### src/rtl/integer_to_word_tokens_core_defines.svh
// ----------------------------------------------------------------------------
// integer to word tokens: assertion macros
// shared property shapes for the checks at the end of the rtl modules
// ----------------------------------------------------------------------------
`ifndef INTEGER_TO_WORD_TOKENS_CORE_DEFINES_SVH
`define INTEGER_TO_WORD_TOKENS_CORE_DEFINES_SVH

// implication checked on every clock edge outside reset
`define ITTW_ASSERT_IMP(lbl, ante, cons, msg) \
  lbl: assert property (@(posedge clk_i) disable iff (!rst_ni) (ante) |-> (cons)) \
    else $error(msg);

// condition that must never be seen outside reset
`define ITTW_ASSERT_NEVER(lbl, cond, msg) \
  lbl: assert property (@(posedge clk_i) disable iff (!rst_ni) !(cond)) \
    else $error(msg);

`endif

### src/rtl/ittw_pkg.sv
// ----------------------------------------------------------------------------
// integer to word tokens: package
// widths, token codes and shared types
// ----------------------------------------------------------------------------
package ittw_pkg;

  localparam int VALUE_BITS = 31;
  // decimal digits of the largest value, floor(n * log10(2)) + 1
  localparam int DEC_DIGITS = (VALUE_BITS * 302) / 1000 + 1;
  localparam int GROUPS     = (DEC_DIGITS + 2) / 3;
  localparam int BCD_W      = GROUPS * 12;
  localparam int NDIG       = BCD_W / 4;
  localparam int CNT_W      = $clog2(VALUE_BITS + 1);
  localparam int GRP_W      = (GROUPS > 1) ? $clog2(GROUPS) : 1;
  localparam int S_DATA_W   = ((VALUE_BITS + 7) / 8) * 8;
  localparam int CODE_W     = 5;
  localparam int M_DATA_W   = 8;

  localparam logic [CODE_W-1:0] TOK_ZERO      = 5'd0;
  localparam logic [CODE_W-1:0] TOK_TEEN_BASE = 5'd10;
  localparam logic [CODE_W-1:0] TOK_TENS_BASE = 5'd18;
  localparam logic [CODE_W-1:0] TOK_HUNDRED   = 5'd28;

  typedef struct packed {
    logic busy;
    logic done;
  } b2d_stat_t;

  typedef enum logic [2:0] {
    SQ_IDLE,
    SQ_HUND,
    SQ_HWORD,
    SQ_TENS,
    SQ_UNITS,
    SQ_SCALE,
    SQ_FLUSH
  } seq_state_e;

endpackage

### src/rtl/integer_to_word_tokens_core.sv
// order: the value passes through the converter, then the sequencer starts and walks the digits,
// and the first token leaves only once a second token is emitted or the run is flushed
// sequencer: four or five steps per thousand-group, the units step only after a tens word
// one value at a time: a new value is taken only when converter and sequencer are idle
// output stalls hold the sequencer and so delay the next value
// reset: rst_ni asynchronous active low, clears all control state, no clearing pass
// ----------------------------------------------------------------------------
// integer to word tokens: top level
// names a non-negative integer as a run of english word tokens
// ----------------------------------------------------------------------------
module integer_to_word_tokens_core
  import ittw_pkg::*;
(
  input  logic                clk_i,
  input  logic                rst_ni,
  // slave side: value [30:0], zero padded
  input  logic                s_axis_tvalid_i,
  output logic                s_axis_tready_o,
  input  logic [S_DATA_W-1:0] s_axis_tdata_i,
  // master side: word_code [4:0], zero padded
  output logic                m_axis_tvalid_o,
  input  logic                m_axis_tready_i,
  output logic [M_DATA_W-1:0] m_axis_tdata_o,
  // last_word
  output logic                m_axis_tlast_o
);

  b2d_stat_t         b2d_stat;
  logic [BCD_W-1:0]  bcd;
  logic              seq_idle;
  logic              in_xfer;
  logic [CODE_W-1:0] code;

  // one value in flight; a finished token may still wait at the output
  assign s_axis_tready_o = !b2d_stat.busy && !b2d_stat.done && seq_idle;
  assign in_xfer         = s_axis_tvalid_i && s_axis_tready_o;

  // decimal digits built one value bit per cycle
  ittw_b2d u_b2d (
    .clk_i   (clk_i),
    .rst_ni  (rst_ni),
    .start_i (in_xfer),
    .value_i (s_axis_tdata_i[VALUE_BITS-1:0]),
    .stat_o  (b2d_stat),
    .bcd_o   (bcd)
  );

  // digits stay put in the converter while the sequencer walks them
  ittw_seq u_seq (
    .clk_i      (clk_i),
    .rst_ni     (rst_ni),
    .start_i    (b2d_stat.done),
    .bcd_i      (bcd),
    .idle_o     (seq_idle),
    .out_vld_o  (m_axis_tvalid_o),
    .out_rdy_i  (m_axis_tready_i),
    .out_code_o (code),
    .out_last_o (m_axis_tlast_o)
  );

  assign m_axis_tdata_o = M_DATA_W'(code);

endmodule

### src/rtl/ittw_b2d.sv
// ----------------------------------------------------------------------------
// integer to word tokens: binary to decimal converter
// bit-serial shift-and-add-three, one input bit per cycle
// ----------------------------------------------------------------------------
module ittw_b2d
  import ittw_pkg::*;
(
  input  logic                  clk_i,
  input  logic                  rst_ni,
  input  logic                  start_i,
  input  logic [VALUE_BITS-1:0] value_i,
  output b2d_stat_t             stat_o,
  output logic [BCD_W-1:0]      bcd_o
);

  logic [VALUE_BITS-1:0] val_q, val_d;
  logic [BCD_W-1:0]      bcd_q, bcd_d, adj;
  logic [CNT_W-1:0]      cnt_q, cnt_d;
  logic                  busy_q, busy_d, done_q, done_d;

  // correct every digit that would overflow on the next doubling
  always_comb begin
    for (int i = 0; i < NDIG; i++) begin
      adj[i*4 +: 4] = (bcd_q[i*4 +: 4] >= 4'd5) ? bcd_q[i*4 +: 4] + 4'd3
                                                  : bcd_q[i*4 +: 4];
    end
  end

  always_comb begin
    val_d  = val_q;
    bcd_d  = bcd_q;
    cnt_d  = cnt_q;
    busy_d = busy_q;
    done_d = 1'b0;
    if (start_i) begin
      val_d  = value_i;
      bcd_d  = '0;
      cnt_d  = CNT_W'(VALUE_BITS);
      busy_d = 1'b1;
    end else if (busy_q) begin
      val_d = {val_q[VALUE_BITS-2:0], 1'b0};
      bcd_d = {adj[BCD_W-2:0], val_q[VALUE_BITS-1]};
      cnt_d = cnt_q - 1'b1;
      if (cnt_q == CNT_W'(1)) begin
        busy_d = 1'b0;
        done_d = 1'b1;
      end
    end
  end

  always_ff @(posedge clk_i or negedge rst_ni) begin
    if (!rst_ni) begin
      busy_q <= 1'b0;
      done_q <= 1'b0;
      cnt_q  <= '0;
    end else begin
      busy_q <= busy_d;
      done_q <= done_d;
      cnt_q  <= cnt_d;
    end
  end

  always_ff @(posedge clk_i) begin
    val_q <= val_d;
    bcd_q <= bcd_d;
  end

  assign stat_o.busy = busy_q;
  assign stat_o.done = done_q;
  assign bcd_o       = bcd_q;

endmodule

### src/rtl/ittw_seq.sv
// ----------------------------------------------------------------------------
// integer to word tokens: token sequencer
// walks the thousand-groups and emits at most one word token per step
// ----------------------------------------------------------------------------
module ittw_seq
  import ittw_pkg::*;
`include "integer_to_word_tokens_core_defines.svh"
(
  input  logic              clk_i,
  input  logic              rst_ni,
  input  logic              start_i,
  input  logic [BCD_W-1:0]  bcd_i,
  output logic              idle_o,
  output logic              out_vld_o,
  input  logic              out_rdy_i,
  output logic [CODE_W-1:0] out_code_o,
  output logic              out_last_o
);

  seq_state_e        state_q, state_d;
  logic [GRP_W-1:0]  grp_q, grp_d, scl;
  logic [11:0]       grp_arr [GROUPS];
  logic [11:0]       cur;
  logic [3:0]        hun, ten, uni;
  logic              grp_nz, last_grp, can_push, emit;
  logic [CODE_W-1:0] tok;
  logic [CODE_W-1:0] pend_q;
  logic              pend_vld_q;
  logic              push_mid, push_fin;
  logic              out_vld_q, out_last_q;
  logic [CODE_W-1:0] out_code_q;

  always_comb begin
    for (int g = 0; g < GROUPS; g++) begin
      grp_arr[g] = bcd_i[g*12 +: 12];
    end
  end

  // group counter counts up, so the groups are walked from the most significant down
  assign scl      = GRP_W'(GROUPS - 1) - grp_q;
  assign cur      = grp_arr[scl];
  assign hun      = cur[11:8];
  assign ten      = cur[7:4];
  assign uni      = cur[3:0];
  assign grp_nz   = (cur != '0);
  assign last_grp = (grp_q == GRP_W'(GROUPS - 1));
  assign can_push = !out_vld_q || out_rdy_i;

  always_comb begin
    state_d = state_q;
    grp_d   = grp_q;
    emit    = 1'b0;
    tok     = TOK_ZERO;
    unique case (state_q)
      SQ_IDLE: begin
        if (start_i) begin
          state_d = SQ_HUND;
          grp_d   = '0;
        end
      end
      SQ_HUND: begin
        emit    = (hun != 4'd0);
        tok     = CODE_W'(hun);
        state_d = SQ_HWORD;
      end
      SQ_HWORD: begin
        emit    = (hun != 4'd0);
        tok     = TOK_HUNDRED;
        state_d = SQ_TENS;
      end
      SQ_TENS: begin
        state_d = SQ_SCALE;
        if (ten == 4'd1) begin
          emit = 1'b1;
          tok  = TOK_TEEN_BASE + CODE_W'(uni);
        end else if (ten != 4'd0) begin
          emit = 1'b1;
          tok  = TOK_TENS_BASE + CODE_W'(ten);
          if (uni != 4'd0) begin
            state_d = SQ_UNITS;
          end
        end else begin
          emit = (uni != 4'd0);
          tok  = CODE_W'(uni);
        end
      end
      SQ_UNITS: begin
        emit    = 1'b1;
        tok     = CODE_W'(uni);
        state_d = SQ_SCALE;
      end
      SQ_SCALE: begin
        // thousand, million, billion follow hundred in the code space
        emit = grp_nz && (scl != '0);
        tok  = TOK_HUNDRED + CODE_W'(scl);
        if (last_grp) begin
          state_d = SQ_FLUSH;
        end else begin
          state_d = SQ_HUND;
          grp_d   = grp_q + 1'b1;
        end
      end
      SQ_FLUSH: begin
        state_d = SQ_IDLE;
      end
      default: begin
        state_d = SQ_IDLE;
      end
    endcase
    if (state_q != SQ_IDLE && !can_push) begin
      state_d = state_q;
      grp_d   = grp_q;
      emit    = 1'b0;
    end
  end

  // one token held back so the final one can carry the last flag
  assign push_mid = emit && pend_vld_q;
  assign push_fin = (state_q == SQ_FLUSH) && can_push;

  always_ff @(posedge clk_i or negedge rst_ni) begin
    if (!rst_ni) begin
      state_q    <= SQ_IDLE;
      grp_q      <= '0;
      pend_vld_q <= 1'b0;
      out_vld_q  <= 1'b0;
    end else begin
      state_q <= state_d;
      grp_q   <= grp_d;
      if (emit) begin
        pend_vld_q <= 1'b1;
      end else if (push_fin) begin
        pend_vld_q <= 1'b0;
      end
      if (push_mid || push_fin) begin
        out_vld_q <= 1'b1;
      end else if (out_rdy_i) begin
        out_vld_q <= 1'b0;
      end
    end
  end

  always_ff @(posedge clk_i) begin
    if (emit) begin
      pend_q <= tok;
    end
    if (push_mid) begin
      out_code_q <= pend_q;
      out_last_q <= 1'b0;
    end else if (push_fin) begin
      out_code_q <= pend_vld_q ? pend_q : TOK_ZERO;
      out_last_q <= 1'b1;
    end
  end

  assign idle_o     = (state_q == SQ_IDLE);
  assign out_vld_o  = out_vld_q;
  assign out_code_o = out_code_q;
  assign out_last_o = out_last_q;

  `ITTW_ASSERT_IMP(a_no_overwrite, (push_mid || push_fin) && out_vld_q, out_rdy_i,
    "token register overwritten while held")
  `ITTW_ASSERT_IMP(a_pend_empty_idle, state_q == SQ_IDLE, !pend_vld_q,
    "held token left over after a run")
  `ITTW_ASSERT_NEVER(a_zero_alone, out_vld_q && !out_last_q && out_code_q == TOK_ZERO,
    "zero token inside a longer run")

endmodule
### config.mk
export PLATFORM = sky130hd
export DESIGN_NAME = integer_to_word_tokens_core
export DESIGN_NICKNAME = d
export VERILOG_FILES = /design/src/rtl/ittw_pkg.sv /design/src/rtl/integer_to_word_tokens_core.sv /design/src/rtl/ittw_b2d.sv /design/src/rtl/ittw_seq.sv
export VERILOG_INCLUDE_DIRS = /design/src /design/src/rtl
export SDC_FILE = /design/constraint.sdc
export NUM_CORES = 1
export LEC_CHECK = 0
export ABC_AREA = 1
export BUFFER_PORTS_ARGS = -buffer_cell sky130_fd_sc_hd__buf_4
export CORE_ASPECT_RATIO = 1.5
export CORE_MARGIN = 3
export CORE_UTILIZATION = 40
export DETAILED_ROUTE_END_ITERATION = 16
export RECOVER_POWER = 25
export SLEW_MARGIN = 30
export SYNTH_ARGS = -nofsm -noshare
export SYNTH_HDL_FRONTEND = slang
export SYNTH_HIERARCHICAL = 1
export SYNTH_SLANG_ARGS = --single-unit
### constraint.sdc
create_clock -name clk_i -period 6.5 [get_ports clk_i]
set_input_delay 0.65 -clock clk_i [delete_from_list [all_inputs] [get_ports clk_i]]
set_output_delay 0.65 -clock clk_i [all_outputs]
set_load 0.1 [all_outputs]
==> results of run 1 <==
[flip-flops by register name, indices dropped and copies added (netlist names)]
register,flops
u_b2d/busy_q,1
u_b2d/done_q,1
u_seq/grp_q,2
u_seq/out_code_o,5
u_b2d/cnt_q,5
u_b2d/bcd_o,48
u_seq/out_last_o,1
u_b2d/val_q,31
u_seq/out_vld_o,1
u_seq/state_q,3
u_seq/pend_q,5
u_seq/pend_vld_q,1
[logic make-up after synthesis]
| group | after synthesis | synth area share [%] |
|---|---|---|
| buf+inv | 123 | 8.94 |
| other cells | 1 | 0.0632 |
| xor+xnor | 2 | 0.295 |
| compound gates | 78 | 6.83 |
| flops | 104 | 43.2 |
| simple gates | 481 | 34.5 |
| fa+ha+maj | 29 | 6.12 |
[metal layers]
metal / vias to the layer above / wire (microns) / global-route usage, %
li1: 2691 / - / -
met1: 2233 / 5700 / 19.5
met2: 92 / 6300 / 27.2
met3: 17 / 401 / 2.74
met4: 0 / 317 / 7.69
met5: - / 0 / 0
[synth_stat cells (2+ instances only)]
| master | instances | area [sq um] |
|---|---|---|
| inv_2 | 8 | 30.0 |
| inv_1 | 85 | 319 |
| edfxtp_1 | 41 | 1230 |
| a21oi_1 | 4 | 20.0 |
| o21ai_1 | 25 | 125 |
| buf_2 | 14 | 70.1 |
| buf_6 | 2 | 22.5 |
| buf_4 | 9 | 67.6 |
| nor2_4 | 3 | 33.8 |
| nor2_2 | 3 | 18.8 |
| nand4_1 | 7 | 43.8 |
| nand2_2 | 7 | 43.8 |
| nor3_1 | 2 | 10.0 |
| a31oi_1 | 2 | 12.5 |
| dfxtp_1 | 49 | 981 |
| nand3_1 | 103 | 515 |
| dfrtp_1 | 14 | 350 |
| xor2_1 | 2 | 17.5 |
| o21ai_0 | 42 | 210 |
| nor2_1 | 18 | 67.6 |
| nand3_2 | 5 | 50.1 |
| ha_1 | 29 | 363 |
| nand2_1 | 330 | 1240 |
| clkbuf_1 | 4 | 15.0 |
[power by group through the flow]
stage / registers (mW) / logic (mW) / clock network [mW]
2_1_floorplan: 1.34 / 1.12 / 0
3_3_place_gp: 1.25 / 1.54 / 0
3_5_place_dp: 1.25 / 1.55 / 0
4_1_cts: 1.24 / 1.56 / 0.528
5_1_grt: 1.28 / 1.76 / 0.556
6_report: 1.24 / 1.52 / 0.512
[metrics by stage]
stage                     setup WS (ns)  power, mW  instances  instance area (sq um)  hold slack [ns]
final                              2.63       3.27       1045                   6580            0.340
after global routing               2.13       3.59       1045                   6580            0.397
after CTS                          3.71       3.33       1045                   6620            0.133
after detailed placement           3.73       2.81       1029                   6350            0.442
after global placement             3.71       2.78       1029                   6350            0.431
after floorplan                    4.33       2.46        820                   5940            0.354
[worst reg2reg max path: stages (launching register included)]
cell      delay [ns]
dfrtp_1         0.36
clkbuf_1        0.46
nor2_1          0.23
nand2_1         0.10
nor2_1          0.13
clkbuf_1        1.21
nor2_4          0.48
inv_1           0.16
buf_4           0.38
[worst max path at each step]
| stage | to |
|---|---|
| after floorplan | u_b2d/val_q[0]$_SDFFCE_PN0P_ |
| after global placement | u_b2d/bcd_o[24]$_SDFFE_PP0P_ |
| after detailed placement | u_b2d/bcd_o[24]$_SDFFE_PP0P_ |
| after CTS | u_b2d/bcd_o[24]$_SDFFE_PP0P_ |
| after global routing | u_b2d/bcd_o[8]$_SDFFE_PP0P_ |
| final | u_b2d/val_q[20]$_DFFE_PP_ |
[final cells by class]
type                       instances  share of cell area [%]
tap                              192                    3.65
sequential                       104                    38.9
clock buffer                      11                    3.54
inverter                          94                    5.40
timing repair buffer              46                    4.68
multi-input combinational        593                    43.2
clock inverter                     5                   0.608
==> metrics.txt, run 1 <==
Lkg Pwr 3.30 nW; CTS tree yes; num ports 47; WP depth 8; Filler Cell Count 1464; CTS root buf clkbuf_16; Worst EP arrival 3.88 ns; worst r2r src u_b2d/busy_q$_DFF_PN0_; Finish-stage setup viols 0; post-detailed-route wirelength per cell 12.2 microns; final hold vios 0; buffers added on ports 42; row count 53; DRT Wirelength 12700 microns; Avg Cell Area, Syn 7.25 sq um; Worst Setup End Kind flop; global-route wire length before repair 21500 microns; most frequent cells in the layout nand2_1 (330), nand3_1 (103), inv_1 (86), dfxtp_1 (49), o21ai_0 (46); initial antenna violation count 0; FMAX 259 MHz; total grt overflow 0; drt pass-1 iters 4; Post-CTS Hold Buffers 0; worst-margin pin slew 1.65 ns; Die Wd 105 microns; Slew HR -10.1%; DR vias 5033; Crit path buffers/inverters 4; ys async rst share 13.5%; core region area 14300 sq um; Worst Setup SP u_b2d/busy_q$_DFF_PN0_; Routed Antenna Nets 0; FF/Latch Area 2560 sq um; r2r setup slk 2.63 ns; ys flop type dfxtp_1; vias per inst 4.82; Combinational Power Share 46.6%; Net Sw Power 1.50 mW; CTS buffer count 9; gpl congestion 0.844; Net Sw Frac 45.9%; clk_lat worst skew 0.35 ns; ANT cells 0; DRC 0; max-slew violations 38; number of setup buffers added after CTS 0; post-CTS sizing 0; fin util 46.2%; Syn-to-layout area delta 10.9%; worst hold path class in -> async; violated checks capacitance limit, slew limit; Pint 1.77 mW; slowest stage delay, CP 1.21 ns; Initial Util 41.6%; number of distinct library cells after synthesis 34; CP required 6.51 ns; number of global-route vias before repair 4677; RR Endpoint u_b2d/val_q[20]$_DFFE_PP_; aggregate global-route resource usage 16.0%; Post-synth EDFFs 41; Setup TNS 0 ns; Post-Syn Instances 818; H-tree depth 3; status finished with violations; FF-to-FF path depth 8; Max-Cap Viols 2; Die Y 155 microns; Synth Cell Area 5930 sq um; largest net degree at the start of global routing 47; crit share post-route 59.5%; maximum clock insertion buffer count 2; # clock sinks 104; crit path max fanout 37; Clk pwr share 15.6%; Final nets 913; RSZ-0062 raised after global routing no; VDD IR max 0.180 mV; Cell Pwr Density 497 nW/um^2; footprint of the multi-input gates 2840 sq um; Synthesis Warnings 6; die area 16400 sq um; clk_skew 0.0152 ns; DRT iter0 DRCs 288; most common cell after layout, fill and taps aside nand2_1; register bit total from synthesis 104; layout cells sized above 1 8.79%; Worst path slowest cell clkbuf_1; crit start category flop; crit path time final 3.87 ns; detailed placement HPWL 8930 microns; critical path class reg -> reg; crit-path leading delay family buffers and inverters; sequential area share after synthesis 43.2%; CP cell instances clkbuf_1 > nor2_1 > nand2_1 > nor2_1 > clkbuf_1 > nor2_4 > inv_1 > buf_4; sequential share of power 37.8%; clk slew on worst S/H paths 0.08 ns
Power figures use the tool's default switching activity.
==> run 2, diff against run 1 <==
Settings changed: ABC_AREA 1 to 0.
Clock period 6.5 ns to 3.61 ns, I/O delays scaled along.
==> run 2 against run 1 <==
Compared with the run above: critical path depth down 4; worst setup slack worse by 2.0 ns; via count down 8.2%; sequential power up 110%; combinational power up 120%; the flow now finishes without violations; die area up 2.2%; non-clock buffer count up 3.
==> metrics.txt, run 2 <==
Die Wd 107 microns; Die Y 157 microns; crit path time final 2.94 ns; ys flop type dfxtp_1; cell accounting for the most synthesized area edfxtp_1; total grt overflow 0; H-tree depth 3; Filler Cell Count 1445; aggregate global-route resource usage 15.9%; number of global-route vias before repair 4521; ys async rst share 13.5%; core region area 14700 sq um; clk slew on worst S/H paths 0.07 ns; post-synthesis mux area share 10.9%; crit start category flop; Synth Cell Area 6070 sq um; clk_lat worst skew 0.35 ns; layout cells sized above 1 18.4%; final std cells w/o fill 833; register bit total from synthesis 104; vias per inst 5.55; crit path max fanout 30; CTS root buf clkbuf_16; compound-gate portion of the synthesized area 18.7%; crit share post-route 81.4%; top cell type's share of synthesized area 20.3%; post-detailed-route wirelength per cell 15.6 microns; Post-synth EDFFs 41; Max-Cap Viols 0; critical path class reg -> reg; Final nets 697; VDD IR max 0.457 mV; DRT iter0 DRCs 283; DR vias 4622; Post-Syn Instances 605; Initial Util 41.2%; WHS Path Cells 2; detailed placement HPWL 9330 microns; largest net degree at the start of global routing 82; status completed; worst hold path class in -> reg; Worst EP arrival 3.04 ns; Routed Antenna Nets 0; max FFs per register 48; CTS tree yes; # clock sinks 104; sequential area share after synthesis 42.2%; most common cell after layout, fill and taps aside inv_1; buffers added on ports 42; Lkg Pwr 2.61 nW; largest family of logic cells by synthesized area compound AO/OA/AOI/OAI gates; num ports 47; Finish-stage setup viols 0; number of distinct library cells after synthesis 60; CP required 3.71 ns; Setup TNS 0 ns; Slew HR 22.5%; Synthesis Warnings 6; most common cell in the synthesized netlist inv_1; post-synthesis simple-gate area fraction 14.3%; Post-CTS Hold Buffers 1; Syn-to-layout area delta 11.2%; DRT Wirelength 13000 microns; gpl congestion 0.906; FMAX 340 MHz; overall power 6.97 mW; die area 16700 sq um; CTS buffer count 9; number of setup buffers added after CTS 0; row count 54; ANT cells 0; global-route wire length before repair 21500 microns; initial antenna violation count 0; DRC 0; Worst Setup End Kind flop; dominant cells by area after synthesis edfxtp_1 (20%), dfxtp_1 (16%), ha_1 (6.0%), dfrtp_1 (5.8%), mux2_2 (5.8%); clk_skew 0.0152 ns; FF-to-FF path depth 4; RSZ-0062 raised after global routing no; worst-margin pin slew 1.17 ns; max-slew violations 0; Cell Pwr Density 1030 nW/um^2; most frequent cells in the layout inv_1 (51), dfxtp_1 (49), a21oi_1 (42), edfxtp_1 (41), buf_4 (40); Synth Area in XOR/XNOR 1.15%; post-CTS sizing 0; maximum clock insertion buffer count 2; drt pass-1 iters 4; Synth top cells by count inv_1 (51), dfxtp_1 (49), a21oi_1 (42), edfxtp_1 (41); Avg Cell Area, Syn 10.0 sq um; final hold vios 0; Post-Place Cells 816; Adder-Cell Fraction of Synth Area 5.98%
run 2: cell types whose count changed after synthesis, moves of 12 or more:
cell	before	now
mux2_2	0	31
o32ai_1	0	13
nor3_1	2	14
nand2_1	330	39
inv_1	85	51
a21oi_1	4	42
nand3_1	103	16
run 2: per-stage QoR:
| stage | setup slack [ns] | util (%) | hold WS [ns] | cell area [sq um] |
|---|---|---|---|---|
| 2_1_floorplan | 0.0585 | - | 0.0654 | 6070 |
| 3_3_place_gp | 0.808 | 43.9 | 0.231 | 6470 |
| 3_5_place_dp | 0.756 | 43.9 | 0.232 | 6470 |
| 4_1_cts | 0.732 | 46.0 | 0.288 | 6780 |
| 5_1_grt | 0.422 | 45.8 | 0.297 | 6750 |
| 6_report | 0.671 | 45.8 | 0.301 | 6750 |
run 2: layout make-up:
type                            count  area (sq um)  share of cell area [%]
Tap cell                          196           245                    3.63
Timing Repair Buffer               49           340                    5.04
Clock buffer                        9           225                    3.34
Clock inverter                      7          76.3                    1.13
Sequential cell                   104          2560                    38.0
Inverter                           51           191                    2.84
Multi-Input combinational cell    417          3110                    46.0
run 2: cells by family (layout without fill, tap and decap cells):
| family | after synthesis | count (layout) |
|---|---|---|
| flip-flops | 104 | 104 |
| AO/OA/AOI/OAI | 169 | 169 |
| AND/OR/NAND/NOR | 162 | 162 |
| adder cells (fa/ha/maj) | 29 | 29 |
| other | 1 | 3 |
| multiplexers | 46 | 46 |
| buffers and inverters | 86 | 116 |
| XOR/XNOR | 8 | 8 |
run 2: path summary, 6_finish.rpt:
check | start | endpoint | slack [ns]
min in group asynchronous | rst_ni | u_b2d/cnt_q[2]$_DFFE_PN0P_ | 0.61
max in group asynchronous | rst_ni | u_b2d/busy_q$_DFF_PN0_ | 2.44
max reg2reg | u_seq/state_q[0]$_DFFE_PN0P_ | u_b2d/val_q[12]$_DFFE_PP_ | 0.67
min reg2reg | u_b2d/val_q[30]$_DFFE_PP_ | u_b2d/bcd_o[0]$_SDFFE_PP0P_ | 0.49
max | u_seq/state_q[0]$_DFFE_PN0P_ | u_b2d/val_q[12]$_DFFE_PP_ | 0.67
min | s_axis_tdata_i[0] | u_b2d/val_q[0]$_SDFFCE_PN0P_ | 0.30
run 2: worst max-delay path: stages (launching register included):
cell and delay (ns):
dfrtp_1 0.62, nor3_1 0.30, and4bb_1 0.88, buf_4 0.48, mux2_2 0.39
run 2: metal layers:
metal	share of wire, %	track usage [%]
met5	0	0
met4	2.7	6.40
met1	40	17.6
met3	4.1	3.01
met2	53	29.8
run 2: power by group:
part	switching [mW]	total, mW	internal, mW
sequential	0.594	2.56	1.96
clock	0.456	1.00	0.546
combinational	1.94	3.41	1.48
total	2.99	6.97	3.99
==> run 3, diff against run 2 <==
Clock period 3.61 ns to 3 ns, I/O delays scaled along.
==> run 3 against run 2 <==
Compared with the run above: critical endpoint is now u_seq/out_code_o[4]$_DFFE_PP_; first-iteration DRC count up 6.4%; final cell count up 0.84%; design area up 1.5%; via count up 2.5%; largest cell class unchanged; total power up 22%; global-route usage up 0.56 points.
==> metrics.txt, run 3 (same netlist as run 2, synthesis figures left out) <==
Die Wd 107 microns; DRC 0; post-detailed-route wirelength per cell 15.9 microns; Initial Util 41.2%; FF/Latch Area 2560 sq um; Routed Antenna Nets 0; FF-to-FF path depth 6; largest net degree at the start of global routing 74; aggregate global-route resource usage 16.5%; Filler Cell Count 1430; most frequent cells in the layout inv_1 (51), dfxtp_1 (49), buf_4 (42), a21oi_1 (42), edfxtp_1 (41); total grt overflow 0; max FFs per register 48; clk_skew 0.0113 ns; VDD IR max 0.646 mV; H-tree depth 3; DRT Wirelength 13400 microns; # clock sinks 104; final hold vios 0; number of setup buffers added after CTS 0; WHS Endpoint u_b2d/val_q[0]$_SDFFCE_PN0P_; num ports 47; crit-path leading delay family compound AO/OA/AOI/OAI gates; crit share post-route 90.6%; Worst EP arrival 2.80 ns; DP Area 6570 sq um; FMAX 368 MHz; maximum clock insertion buffer count 2; crit start category flop; Worst Setup End Kind flop; global-route wire length before repair 22300 microns; DR vias 4738; WHS Path Cells 2; clk_lat worst skew 0.35 ns; most common cell after layout, fill and taps aside inv_1; initial antenna violation count 0; Crit path buffers/inverters 1; max-slew violations 0; CTS root buf clkbuf_16; CTS tree yes; buffers added on ports 42; Final nets 704; clk slew on worst S/H paths 0.08 ns; DRT iter0 DRCs 301; Setup TNS 0 ns; Die Y 157 microns; Cell Pwr Density 1250 nW/um^2; vias per inst 5.64; core region area 14700 sq um; DP Worst Slack 0.169 ns; CP cell instances buf_4 > mux4_2 > nor4_2 > a311oi_1 > a221o_1 > a21o_1; RSZ-0062 raised after global routing no; worst r2r src u_seq/grp_q[0]$_DFFE_PN0P_; Lkg Pwr 2.65 nW; r2r setup slk 0.28 ns; hold_sp s_axis_tdata_i[0]; post-route setup slack 0.283 ns; Worst path slowest cell mux4_2; layout cells sized above 1 19.3%; Syn-to-layout area delta 12.9%; number of global-route vias before repair 4811; crit path time final 2.72 ns; Finish-stage setup viols 0; Slew HR 22.5%; Max-Cap Viols 0; detailed placement HPWL 9620 microns; RR Endpoint u_seq/out_code_o[4]$_DFFE_PP_; footprint of the multi-input gates 3110 sq um; worst hold path class in -> reg; crit path max fanout 9; ANT cells 0; slowest stage delay, CP 0.59 ns; drt pass-1 iters 7; worst-margin pin slew 1.17 ns; CTS buffer count 9; CP required 3.08 ns; critical path class reg -> reg; design area 6850 sq um; die area 16700 sq um; gpl congestion 0.951; status completed; row count 54
run 3: cell types whose count changed in the layout (fill, tap and decap cells not counted), moves of 2 or more:
cell,change
buf_12,+3
and2_0,+2
and2_1,-2
buf_4,+2
clkbuf_1,+2
run 3: area by class of cell:
| cell class | instances | share of cell area [%] |
|---|---|---|
| clock inverter | 7 | 1.30 |
| inverter | 51 | 2.79 |
| multi-input combinational | 417 | 45.4 |
| tap | 196 | 3.58 |
| clock buffer | 9 | 3.29 |
| timing repair buffer | 56 | 6.17 |
| sequential | 104 | 37.4 |
run 3: worst max path at each step:
stage / start / to / slack (ns) / cells past startpoint
after floorplan: u_seq/grp_q[1]$_DFFE_PN0P_ / u_seq/out_code_o[0]$_DFFE_PP_ / 0.44 / 5
after global placement: u_seq/grp_q[0]$_DFFE_PN0P_ / u_seq/out_code_o[0]$_DFFE_PP_ / 0.24 / 6
after detailed placement: u_seq/grp_q[0]$_DFFE_PN0P_ / u_seq/out_code_o[0]$_DFFE_PP_ / 0.17 / 6
after CTS: u_seq/grp_q[0]$_DFFE_PN0P_ / u_seq/out_code_o[4]$_DFFE_PP_ / 0.15 / 6
after global routing: u_seq/grp_q[0]$_DFFE_PN0P_ / u_seq/out_code_o[4]$_DFFE_PP_ / 0.10 / 6
final: u_seq/grp_q[0]$_DFFE_PN0P_ / u_seq/out_code_o[4]$_DFFE_PP_ / 0.28 / 6
run 3: what timing repair did:
item,4_1_cts,5_1_grt
hold endpoints to repair,14,0
endpoints found under the setup margin,0,5
gates resized for setup,0,1
hold buffers,1,0
run 3: routing by layer:
| layer | routed length [microns] | vias up | track usage [%] | part of all wire (%) |
|---|---|---|---|---|
| li1 | - | 2313 | - | - |
| met1 | 5290 | 2279 | 17.4 | 40 |
| met2 | 7140 | 121 | 30.6 | 53 |
| met3 | 464 | 25 | 3.26 | 3.5 |
| met4 | 458 | 0 | 8.90 | 3.4 |
| met5 | 0 | - | 0 | 0 |
run 3: report_power, final:
| part | internal (mW) | total [mW] | switching [mW] |
|---|---|---|---|
| registers | 2.36 | 3.04 | 0.673 |
| clock network | 0.667 | 1.22 | 0.555 |
| logic | 1.84 | 4.28 | 2.44 |
run 3: metrics by stage:
step	total power, mW	hold slack, ns	util, %	std cells
after floorplan	6.36	0.00441	-	607
after global placement	7.16	0.162	44.6	823
after detailed placement	7.37	0.163	44.6	823
after CTS	8.63	0.223	46.8	840
after global routing	9.23	0.240	46.5	840
final	8.54	0.238	46.5	840
